==> config.mk <==
export PLATFORM = sky130hd
export DESIGN_NAME = prbl_frame_stats
export DESIGN_NICKNAME = d
export VERILOG_FILES = /design/src/rtl/per_frame_request_budget_limiter_macros.svh /design/src/rtl/prbl_pkg.sv /design/src/rtl/prbl_frame_stats.sv
export SDC_FILE = /design/constraint.sdc
export NUM_CORES = 1
export LEC_CHECK = 0
export BUFFER_PORTS_ARGS = -buffer_cell sky130_fd_sc_hd__buf_4
export CORE_UTILIZATION = 48
export DETAILED_ROUTE_END_ITERATION = 8
export PLACE_DENSITY_LB_ADDON = 0.2
export SYNTH_ARGS = -nofsm -noshare
export SYNTH_HDL_FRONTEND = slang
export SYNTH_SLANG_ARGS = --single-unit
==> constraint.sdc <==
create_clock -name clk -period 16.7 [get_ports clk]
set_input_delay 3.34 -clock clk [delete_from_list [all_inputs] [get_ports clk]]
set_output_delay 3.34 -clock clk [all_outputs]
set_load 0.005 [all_outputs]
==> src/rtl/per_frame_request_budget_limiter_macros.svh <==
// assertion macros for the request budget limiter
`ifndef PER_FRAME_REQUEST_BUDGET_LIMITER_MACROS_SVH
`define PER_FRAME_REQUEST_BUDGET_LIMITER_MACROS_SVH

`ifndef ASSERT_OFF
`define PRBL_ASSERT_IMPLY(label, clk, rst_n, ante, cons, msg) \
  label: assert property (@(posedge clk) disable iff (!rst_n) (ante) |-> (cons)) \
    else $error(msg);
`define PRBL_ASSERT_NEXT(label, clk, rst_n, ante, cons, msg) \
  label: assert property (@(posedge clk) disable iff (!rst_n) (ante) |=> (cons)) \
    else $error(msg);
`else
`define PRBL_ASSERT_IMPLY(label, clk, rst_n, ante, cons, msg)
`define PRBL_ASSERT_NEXT(label, clk, rst_n, ante, cons, msg)
`endif

`endif

==> src/rtl/prbl_pkg.sv <==
`default_nettype none
package prbl_pkg;

  localparam int PLAYERS_DEF    = 16;
  localparam int COUNT_BITS_DEF = 16;
  localparam int OUT_W          = 16;
  localparam int FRAME_W        = 32;
  localparam int CFG_IDX_W      = 4;

  localparam logic [2:0] OP_GROUP_LONG  = 3'd0;
  localparam logic [2:0] OP_GROUP_SHORT = 3'd1;
  localparam logic [2:0] OP_UNIT        = 3'd2;
  localparam logic [2:0] OP_TICK        = 3'd3;
  localparam logic [2:0] OP_QUERY       = 3'd4;

  localparam logic [CFG_IDX_W-1:0] REG_GROUP_BUDGET = 4'd0;
  localparam logic [CFG_IDX_W-1:0] REG_UNIT_BUDGET  = 4'd1;

  localparam logic [15:0] GROUP_BUDGET_RST = 16'd16;
  localparam logic [15:0] UNIT_BUDGET_RST  = 16'd16;

  typedef struct packed {
    logic [2:0] operation;
    logic [3:0] requester;
  } prbl_in_t;

  typedef struct packed {
    logic               granted;
    logic [OUT_W-1:0]   platoon_denied_count;
    logic [OUT_W-1:0]   squad_denied_count;
    logic [OUT_W-1:0]   platoon_run;
    logic [OUT_W-1:0]   platoon_run_max;
    logic [OUT_W-1:0]   squad_run;
    logic [OUT_W-1:0]   squad_run_max;
    logic [OUT_W-1:0]   long_peak_seen;
    logic [OUT_W-1:0]   short_peak_seen;
    logic [OUT_W-1:0]   squad_peak_seen;
    logic [FRAME_W-1:0] frames_seen;
  } prbl_out_t;

  typedef struct packed {
    logic       fire;
    logic       req_long;
    logic       req_short;
    logic       req_unit;
    logic       tick;
    logic [3:0] requester;
  } prbl_ctl_t;

  typedef struct packed {
    logic grp_deny;
    logic unit_deny;
  } prbl_judge_t;

  typedef struct packed {
    logic [OUT_W-1:0] platoon_denied_count;
    logic [OUT_W-1:0] squad_denied_count;
    logic [OUT_W-1:0] platoon_run;
    logic [OUT_W-1:0] platoon_run_max;
    logic [OUT_W-1:0] squad_run;
    logic [OUT_W-1:0] squad_run_max;
  } prbl_view_t;

endpackage
`default_nettype wire

==> src/rtl/prbl_frame_stats.sv <==
`default_nettype none
module prbl_frame_stats #(
  parameter int COUNT_BITS = prbl_pkg::COUNT_BITS_DEF
) (
  input  wire logic                           clk,
  input  wire logic                           rst_n,
  input  wire prbl_pkg::prbl_ctl_t            ctl,
  input  wire logic [15:0]                    group_budget,
  input  wire logic [15:0]                    unit_budget,
  output prbl_pkg::prbl_judge_t               judge,
  output logic [prbl_pkg::OUT_W-1:0]          long_peak,
  output logic [prbl_pkg::OUT_W-1:0]          short_peak,
  output logic [prbl_pkg::OUT_W-1:0]          squad_peak,
  output logic [prbl_pkg::FRAME_W-1:0]        frames
);
  import prbl_pkg::*;

  localparam int CW = COUNT_BITS + 17;

  function automatic logic [COUNT_BITS-1:0] sat_inc(input logic [COUNT_BITS-1:0] v);
    return (v == {COUNT_BITS{1'b1}}) ? v : v + COUNT_BITS'(1);
  endfunction

  logic [COUNT_BITS-1:0] long_r, short_r, unit_r;
  logic [COUNT_BITS-1:0] long_peak_r, short_peak_r, unit_peak_r;
  logic [FRAME_W-1:0]    frames_r;

  logic [COUNT_BITS-1:0] long_inc, short_inc, unit_inc;
  logic [COUNT_BITS-1:0] long_nxt, short_nxt, unit_nxt;
  logic [COUNT_BITS-1:0] long_peak_nxt, short_peak_nxt, unit_peak_nxt;
  logic [FRAME_W-1:0]    frames_nxt;
  logic [CW-1:0]         group_sum;

  always_comb begin
    long_inc  = ctl.req_long  ? sat_inc(long_r)  : long_r;
    short_inc = ctl.req_short ? sat_inc(short_r) : short_r;
    unit_inc  = ctl.req_unit  ? sat_inc(unit_r)  : unit_r;
    group_sum = CW'(long_inc) + CW'(short_inc);
    judge.grp_deny  = group_sum >= CW'(group_budget);
    judge.unit_deny = CW'(unit_inc) >= CW'(unit_budget);
    long_peak_nxt  = (long_inc  > long_peak_r)  ? long_inc  : long_peak_r;
    short_peak_nxt = (short_inc > short_peak_r) ? short_inc : short_peak_r;
    unit_peak_nxt  = (unit_inc  > unit_peak_r)  ? unit_inc  : unit_peak_r;
    long_nxt  = ctl.tick ? '0 : long_inc;
    short_nxt = ctl.tick ? '0 : short_inc;
    unit_nxt  = ctl.tick ? '0 : unit_inc;
    frames_nxt = (ctl.tick && frames_r != {FRAME_W{1'b1}}) ?
                 frames_r + FRAME_W'(1) : frames_r;
  end

  always_ff @(posedge clk) begin
    if (!rst_n) begin
      long_r       <= '0;
      short_r      <= '0;
      unit_r       <= '0;
      long_peak_r  <= '0;
      short_peak_r <= '0;
      unit_peak_r  <= '0;
      frames_r     <= '0;
    end else if (ctl.fire) begin
      long_r       <= long_nxt;
      short_r      <= short_nxt;
      unit_r       <= unit_nxt;
      long_peak_r  <= long_peak_nxt;
      short_peak_r <= short_peak_nxt;
      unit_peak_r  <= unit_peak_nxt;
      frames_r     <= frames_nxt;
    end
  end

  // results reflect the state after this beat
  assign long_peak  = OUT_W'(long_peak_nxt);
  assign short_peak = OUT_W'(short_peak_nxt);
  assign squad_peak = OUT_W'(unit_peak_nxt);
  assign frames     = frames_nxt;

endmodule
`default_nettype wire

## After elaboration in Yosys (flattened, before gate mapping)

Index checks and enable logic that the tools add are counted.

| word-level totals | value |
|---|---|
| bits in registers | 128 |
| latch bits | 0 |
| memory bits (writable) | 0 |
| bits in read-only memories | 0 |
| output and inout bits | 82 |
| logic and storage cells | 35 |
| memories | 0 |

| cells by class | value |
|---|---|
| add/subtract/negate cells | 5 |
| $mul | 0 |
| divide/modulo/power cells | 0 |
| $lt $le $gt $ge | 5 |
| eq/ne operators | 4 |
| shift operators | 0 |
| muxes and demuxes | 13 |
| bitwise logic cells | 0 |
| reductions and logical operators | 1 |

Operator list:

| cell | count |
|---|---|
| $mux 16 | 12 |
| $add 16x1->16 const B | 3 |
| $eq 16x16->1 const B | 3 |
| $gt 16x16->1 | 3 |
| $add 32x1->32 const B | 1 |
| $mux 32 | 1 |
| $ne 32x32->1 const B | 1 |
| $add 16x16->17 | 1 |
| $ge 17x16->1 | 1 |
| $ge 16x16->1 | 1 |
| $logic_and 1x1->1 | 1 |

## Longest topological paths before layout

Gate-level depths: netlist of the first run.

| depth | value |
|---|---|
| depth after elaboration | 5 |
| mapped depth | 21 |

## Worst setup path after synthesis of the first run

OpenSTA, ideal clock, no wires.

| path | value |
|---|---|
| path kind | input port to output port |
| start | in ctl[7] in the netlist's numbering |
| end | out judge[1] in the netlist's numbering |
| data arrival time | 6.816 ns |
| data required time | 13.360 ns |
| setup slack | 6.544 ns |
| stages | 18 |
| cells stage by stage | and4_1 nand3_1 nor2_1 xor2_1 ha_1 a211o_1 a211oi_1 nor3_1 a311o_1 a21oi_1 xnor2_1 ha_1 nand3_1 nor2_1 a2111oi_0 o211ai_1 a31oi_1 o21ai_0 |

RTL lines:

| item | line | text |
|---|---|---|
| start, declared | prbl_frame_stats.sv:7 | `input wire prbl_pkg::prbl_ctl_t ctl,` |
| end, declared | prbl_frame_stats.sv:10 | `output prbl_pkg::prbl_judge_t judge,` |

==> results.py, run 1 <==
metrics = {
    "power": {
        "power_density_mw_per_mm2": 68.4,
        "power.net_switching_mw": 0.230,
        "sequentialPowerShare_pct": 38.4,
        "design_power_total_mw": 0.807,
        "power_report.internal_total_mw": 0.577,
        "clock_power_share_pct": 48.0,
        "p_leak_nw": 5.24,
        "power.switching_fraction_pct": 28.5,
        "comb_power_share_pct": 13.6,
        "ir_drop_uv": 57.8,
    },
    "synth": {
        "synth.avg_cell_area_um2": 7.83,
        "synth_fp_nets": 1440,
        "yosys_warnings": 0,
        "synth.lib_cells_used.distinct": 71,
        "synth_enable_flop_cells": 0,
        "largest_area_contributor_in_the_synthesized_netlist": "dfxtp_1",
        "synth_top_cells_by_count": "nand2_1, dfxtp_1, ha_1, nor2_1, inv_1",
        "postSynthRegisterBits": 128,
        "synth_most_common_cell": "nand2_1",
        "asyncSetResetFlopFracSynth_pct": 0,
        "synth.top_cell.area_share_pct": 25.2,
        "synth_area_mm2": 0.0102,
        "netlist_instances": 1296,
        "synthTopCellsByArea": "dfxtp_1, ha_1, nand2_1",
        "seq_area_frac_synth_pct": 25.2,
        "top_flip_flop_cell_by_instance_count_after_synthesis": "dfxtp_1",
    },
    "clock_network": {
        "cts.repair_timing.setup_buffer_count": 0,
        "cts_sinks": 128,
        "clockBufferDepth": 2,
        "total_number_of_h_tree_levels": 4,
        "cts.root.buffer_cell": "clkbuf_16",
        "cts_inserted_buffers": 17,
        "cts_hold_buffers": 0,
        "path_clk_slew_ns": 0.06,
        "cts_tree": "built",
        "cts_resized": 0,
        "clock_latency_reported_for_the_late_side_of_the_worst_skew_pair_ns": 0.43,
    },
    "floorplanning": {
        "dieArea_mm2": 0.0217,
        "fp.dieW_um": 147,
        "floorplan.initialDensity_pct": 49.5,
        "num_io_pins": 125,
        "number_of_standard_cell_rows_in_the_floorplan": 52,
        "chipHeight_um": 147,
        "floorplan.core_area_mm2": 0.0205,
    },
    "detailed_routing": {
        "num_vias": 9457,
        "ant_nets": 0,
        "detail_route.first_pass.iterations": 5,
        "postRouteWirelength_mm": 25.4,
        "post_drt_via_cell_ratio": 5.67,
        "detailedRoute.firstIterationViolations": 508,
        "post-route-drc-count": 0,
        "wire_length_per_cell_after_detailed_routing_um": 15.2,
    },
    "grt": {
        "antenna_violations_before_repair": 0,
        "track_usage_pct": 23.9,
        "grt_overflow_total": 0,
        "grt_start_max_net_pins": 109,
        "grt_pass1_vias": 8601,
        "grt_pass1_wl_mm": 42.4,
    },
    "flow_run": {
        "max_cap_violations": 0,
    },
    "final_layout": {
        "n_antenna_cell": 0,
        "layout-area-overhead-vs-synth_pct": 16.1,
        "final_core_util_pct": 57.5,
        "num-fill-cells": 1962,
        "drive_above_1_share_pct": 15.6,
        "fin_nets": 1528,
    },
    "min_path": {
        "holdCritPathClass": "reg -> reg",
    },
    "sta": {
        "rsz0062_at_grt": "false",
        "timing.slew.headroom_pct": 28.6,
        "setup-tns-final_ns": 0,
        "final.hold.worst_slack_ns": 0.460,
        "worst-slew-pin-transition_ns": 1.07,
        "timing.final.setup_violations": 0,
        "period_share_pct": 66.1,
        "final_hold_viol_count": 0,
        "clock.fmax_ghz": 0.0905,
        "fin_ws_ns": 5.65,
        "period_minus_slack_ns": 11.05,
        "fin_skew_ns": 0.0150,
        "timing.final.max_slew_violations": 0,
    },
    "setup_path": {
        "worst_ep_arrival_time_ns": 7.71,
        "criticalPathCategory": "in -> out",
        "worstSetupEndpointType": "output port",
        "timing.critical_path.from_type": "input port",
        "setup.reg_to_reg.worst_slack_ns": 12.19,
        "cp_max_fo": 7,
        "required_time_of_the_worst_setup_path_ns": 13.36,
    },
    "placed_design": {
        "dp_worst_setup_slack_ns": 5.68,
        "port_buffers": 120,
        "globalplace.congestion": 0.843,
        "place_hpwl_mm": 18.1,
    },
    "run_status": {
        "run_status": "finished clean",
    },
}
-- worst max-delay path, cell delays in order --
cell       delay [ns]
buf_4            0.11
and4_1           0.26
nand3_1          0.21
nor2_1           0.25
xor2_1           0.46
ha_1             0.37
a211o_1          0.37
a211oi_1         0.21
nor3_1           0.14
a311o_1          0.35
a21oi_1          0.18
xnor2_1          0.14
ha_1             0.25
nand3_1          0.10
nor2_1           0.07
a2111oi_0        0.35
o211ai_1         0.14
a31oi_1          0.15
o21ai_0          0.11
buf_4            0.15
-- area by class of cell --
class	instances	area, um^2	share of cell area, %
Multi-Input combinational cell	1011	6960	59.0
Timing Repair Buffer	128	961	8.15
Clock buffer	17	425	3.61
Tap cell	270	338	2.87
Clock inverter	15	174	1.48
Sequential cell	128	2560	21.7
Inverter	98	368	3.12
-- cell usage in the layout (no fill, tap or decap), drive strengths merged, types with 28 or more instances in the layout --
master / n
a22oi: 40
nand2: 169
nand4: 49
dfxtp: 128
nand3: 52
xnor2: 42
inv: 107
mux2: 38
mux2i: 55
nor2: 100
xor2: 28
o21ai: 50
ha: 100
buf: 128
a21oi: 76
-- state kept, by name, indices dropped and copies added (netlist names) --
signal,flops
short_r,16
unit_r,16
unit_peak_r,16
frames_r,32
long_r,16
long_peak_r,16
short_peak_r,16
-- power by group through the flow --
stage | logic, mW | clock network [mW] | registers, mW
2_1_floorplan | 0.0808 | 0 | 0.316
3_3_place_gp | 0.108 | 0 | 0.317
3_5_place_dp | 0.110 | 0 | 0.317
4_1_cts | 0.110 | 0.391 | 0.310
5_1_grt | 0.121 | 0.407 | 0.310
6_report | 0.110 | 0.387 | 0.310
-- metrics by stage --
stage	cells	instance area [um^2]
after floorplan	1296	10200
after CTS	1667	11800
after global routing	1667	11800
final	1667	11800
after global placement	1635	11200
after detailed placement	1635	11200
-- path summary, 6_finish.rpt --
| path | startpoint | to | cells past startpoint |
|---|---|---|---|
| worst min register to register | long_peak_r[3] | long_peak_r[3] | 2 |
| worst max register to register | long_r[0] | long_peak_r[9] | 12 |
| worst min-delay path | long_peak_r[3] | long_peak_r[3] | 2 |
| worst max-delay path | ctl[7] | judge[1] | 20 |
-- layer usage --
metal	vias up	track usage, %	share of wire, %
met2	223	38.8	47
met3	27	3.52	3.9
li1	4800	-	-
met5	-	0	0
met1	4407	32.9	48
met4	0	6.86	1.3
-- cell families (layout without fill, tap and decap cells) --
| logic type | count (synthesis) | count (layout) | share of synthesized area [%] |
|---|---|---|---|
| compound gates | 243 | 243 | 15.4 |
| xor+xnor | 70 | 70 | 6.04 |
| fa+ha+maj | 101 | 101 | 12.5 |
| buf+inv | 157 | 258 | 6.22 |
| flops | 128 | 128 | 25.2 |
| mux | 93 | 93 | 9.64 |
| simple gates | 504 | 504 | 24.9 |
(Power assumes the default switching activity.)
==> run 2, diff against run 1 <==
--- a/config.mk
+++ b/config.mk
@@ -5,6 +5,7 @@
 export SDC_FILE = /design/constraint.sdc
 export NUM_CORES = 1
 export LEC_CHECK = 0
+export ABC_AREA = 1
 export BUFFER_PORTS_ARGS = -buffer_cell sky130_fd_sc_hd__buf_4
 export CORE_UTILIZATION = 48
 export DETAILED_ROUTE_END_ITERATION = 8
==> constraint.sdc (replaced) <==
create_clock -name clk -period 11 [get_ports clk]
set_input_delay 2.2 -clock clk [delete_from_list [all_inputs] [get_ports clk]]
set_output_delay 2.2 -clock clk [all_outputs]
set_load 0.005 [all_outputs]
==> run 2 against run 1 <==
  * Non-clock buffer count is 5 lower
  * Sequential power up 66%
  * First-iteration DRC count up 58%
  * Critical path type unchanged
==> results.py, run 2 <==
metrics = {
    "run_status": {
        "run_status": "finished clean",
    },
    "sta": {
        "final_hold_viol_count": 0,
        "final.hold.worst_slack_ns": 0.486,
        "timing.final.max_slew_violations": 0,
        "clock.fmax_ghz": 0.128,
        "timing.final.setup_violations": 0,
        "rsz0062_at_grt": "false",
        "period_share_pct": 71.0,
        "fin_skew_ns": 0.0120,
        "period_minus_slack_ns": 7.81,
        "timing.slew.headroom_pct": 32.4,
        "setup-tns-final_ns": 0,
        "worst-slew-pin-transition_ns": 1.01,
    },
    "placed_design": {
        "place_hpwl_mm": 23.5,
        "globalplace.congestion": 0.935,
        "port_buffers": 120,
    },
    "synth": {
        "asyncSetResetFlopFracSynth_pct": 0,
        "yosys_warnings": 0,
        "top_flip_flop_cell_by_instance_count_after_synthesis": "dfxtp_1",
        "seq_area_frac_synth_pct": 22.4,
        "synth.top_cell.area_share_pct": 22.4,
        "synthTopCellsByArea": "dfxtp_1, nand2_1, ha_1",
        "synth_top_cells_by_count": "nand2_1, inv_1, a21oi_1, nand3_1, nor2_1",
        "synth_fp_nets": 2111,
        "synth.lib_cells_used.distinct": 41,
        "netlist_instances": 1967,
        "synth.avg_cell_area_um2": 5.82,
        "postSynthRegisterBits": 128,
        "synth_most_common_cell": "nand2_1",
        "largest_area_contributor_in_the_synthesized_netlist": "dfxtp_1",
        "synth_area_mm2": 0.0114,
        "synth_enable_flop_cells": 0,
    },
    "power": {
        "p_leak_nw": 7.21,
        "power_density_mw_per_mm2": 118,
        "ir_drop_uv": 72.3,
    },
    "final_layout": {
        "multi_input_comb_area_mm2": 0.00736,
        "layout_commonest_cell": "nand2_1",
        "n_antenna_cell": 0,
        "layout-area-overhead-vs-synth_pct": 14.8,
        "largest_reg_flops": 32,
        "fin_nets": 2190,
        "ff_latch_area_mm2": 0.00256,
        "layout.cells.most_common_list": "nand2_1, inv_1, a21oi_1",
        "drive_above_1_share_pct": 10.3,
        "num-fill-cells": 2430,
        "max_flop_register": "frames_r",
    },
    "grt": {
        "grt_pass1_vias": 11000,
        "grt_overflow_total": 0,
        "grt_start_max_net_pins": 99,
        "grt_pass1_wl_mm": 52.5,
        "antenna_violations_before_repair": 0,
        "track_usage_pct": 26.7,
    },
    "detailed_routing": {
        "num_vias": 12000,
        "ant_nets": 0,
        "wire_length_per_cell_after_detailed_routing_um": 13.4,
        "detailedRoute.firstIterationViolations": 804,
        "postRouteWirelength_mm": 31.9,
        "post_drt_via_cell_ratio": 5.07,
        "post-route-drc-count": 0,
        "detail_route.first_pass.iterations": 7,
    },
    "clock_network": {
        "clockBufferDepth": 2,
        "cts.repair_timing.setup_buffer_count": 0,
        "clock_latency_reported_for_the_late_side_of_the_worst_skew_pair_ns": 0.43,
        "path_clk_slew_ns": 0.06,
        "cts_resized": 0,
        "cts_sinks": 128,
        "cts_hold_buffers": 0,
        "cts_tree": "built",
        "cts.root.buffer_cell": "clkbuf_16",
        "total_number_of_h_tree_levels": 4,
        "cts_inserted_buffers": 17,
    },
    "setup_path": {
        "critical_path.reg2reg.startpoint": "unit_r[0]",
        "worst_ep_arrival_time_ns": 5.61,
        "r2r_end": "unit_peak_r[4]",
        "worstSetupEndpointType": "output port",
        "required_time_of_the_worst_setup_path_ns": 8.80,
        "reg2reg_depth": 17,
        "setup.reg_to_reg.worst_slack_ns": 7.07,
        "criticalPathCategory": "in -> out",
        "timing.critical_path.from_type": "input port",
        "cp_max_fo": 18,
    },
    "floorplanning": {
        "chipHeight_um": 156,
        "number_of_standard_cell_rows_in_the_floorplan": 56,
        "floorplan.core_area_mm2": 0.0234,
        "floorplan.initialDensity_pct": 48.9,
        "num_io_pins": 125,
        "dieArea_mm2": 0.0245,
        "fp.dieW_um": 156,
    },
    "min_path": {
        "hold_depth": 2,
        "holdCritPathClass": "reg -> reg",
        "worst_hold_launch": "short_r[14]",
        "timing.hold.worst_endpoint": "short_r[14]",
    },
    "flow_run": {
        "max_cap_violations": 0,
    },
}
==> run 2: cell type report <==
class | count | share of cell area (%)
Clock inverter | 14 | 1.62
Inverter | 333 | 9.54
Clock buffer | 18 | 3.27
Timing Repair Buffer | 123 | 7.03
Tap cell | 319 | 3.04
Multi-Input combinational cell | 1443 | 56.0
Sequential cell | 128 | 19.5
==> run 2: critical path: stages <==
cell	delay (ns)
buf_4	0.20
inv_1	0.18
nor2_1	0.14
nand3_1	0.07
nor2_1	0.24
nand3_1	0.11
nand2_1	0.10
inv_1	0.09
ha_1	0.38
nand2_1	0.12
inv_1	0.04
a21oi_1	0.13
nand4_1	0.19
a21oi_1	0.21
xor2_1	0.11
ha_1	0.31
nand2_1	0.09
nor4_1	0.35
a21oi_1	0.12
nand3_1	0.10
buf_4	0.11
==> run 2: kinds of logic (layout without fill, tap and decap cells) <==
kind of cell,Yosys count,count (layout),share of synthesized area [%]
buffers and inverters,396,488,13.4
AOI/OAI and AO/OA,261,261,12.0
xor gates and xnor gates,34,34,2.67
adders and majority gates,101,101,11.1
and+or+nand+nor,1047,1047,38.5
DFF,128,128,22.4
==> run 2: report_power, final <==
part	total, mW	internal (mW)	switching (mW)
Combinational	0.412	0.165	0.247
Sequential	0.514	0.491	0.0232
Clock	0.631	0.402	0.229
Total	1.56	1.06	0.499
==> run 2: layer usage <==
layer	vias up	track usage (%)	part of all wire (%)
met2	302	45.6	46
met1	5359	33.9	47
li1	6335	-	-
met5	-	0	0
met3	52	3.79	4.4
met4	0	9.71	2.9
==> run 2: worst max path at each step <==
stage	from	to	slack [ns]	cells after the start
floorplan	ctl[7]	judge[1]	3.68	21
global placement	ctl[6]	judge[1]	3.29	21
detailed placement	ctl[6]	judge[1]	3.22	21
CTS	ctl[6]	judge[1]	3.22	21
global route	ctl[6]	short_peak[14]	2.88	20
finish	ctl[6]	judge[1]	3.19	21
==> run 2: per-stage QoR <==
| step | instances | total power, mW | worst slack [ns] | cell area, um^2 | utilization (%) |
|---|---|---|---|---|---|
| 2_1_floorplan | 1967 | 0.785 | 3.68 | 11400 | - |
| 3_3_place_gp | 2346 | 0.927 | 3.29 | 12500 | 53.4 |
| 4_1_cts | 2378 | 1.57 | 3.22 | 13100 | 56.1 |
| 3_5_place_dp | 2346 | 0.935 | 3.22 | 12500 | 53.4 |
| 6_report | 2378 | 1.56 | 3.19 | 13100 | 56.1 |
| 5_1_grt | 2378 | 1.65 | 2.88 | 13100 | 56.1 |
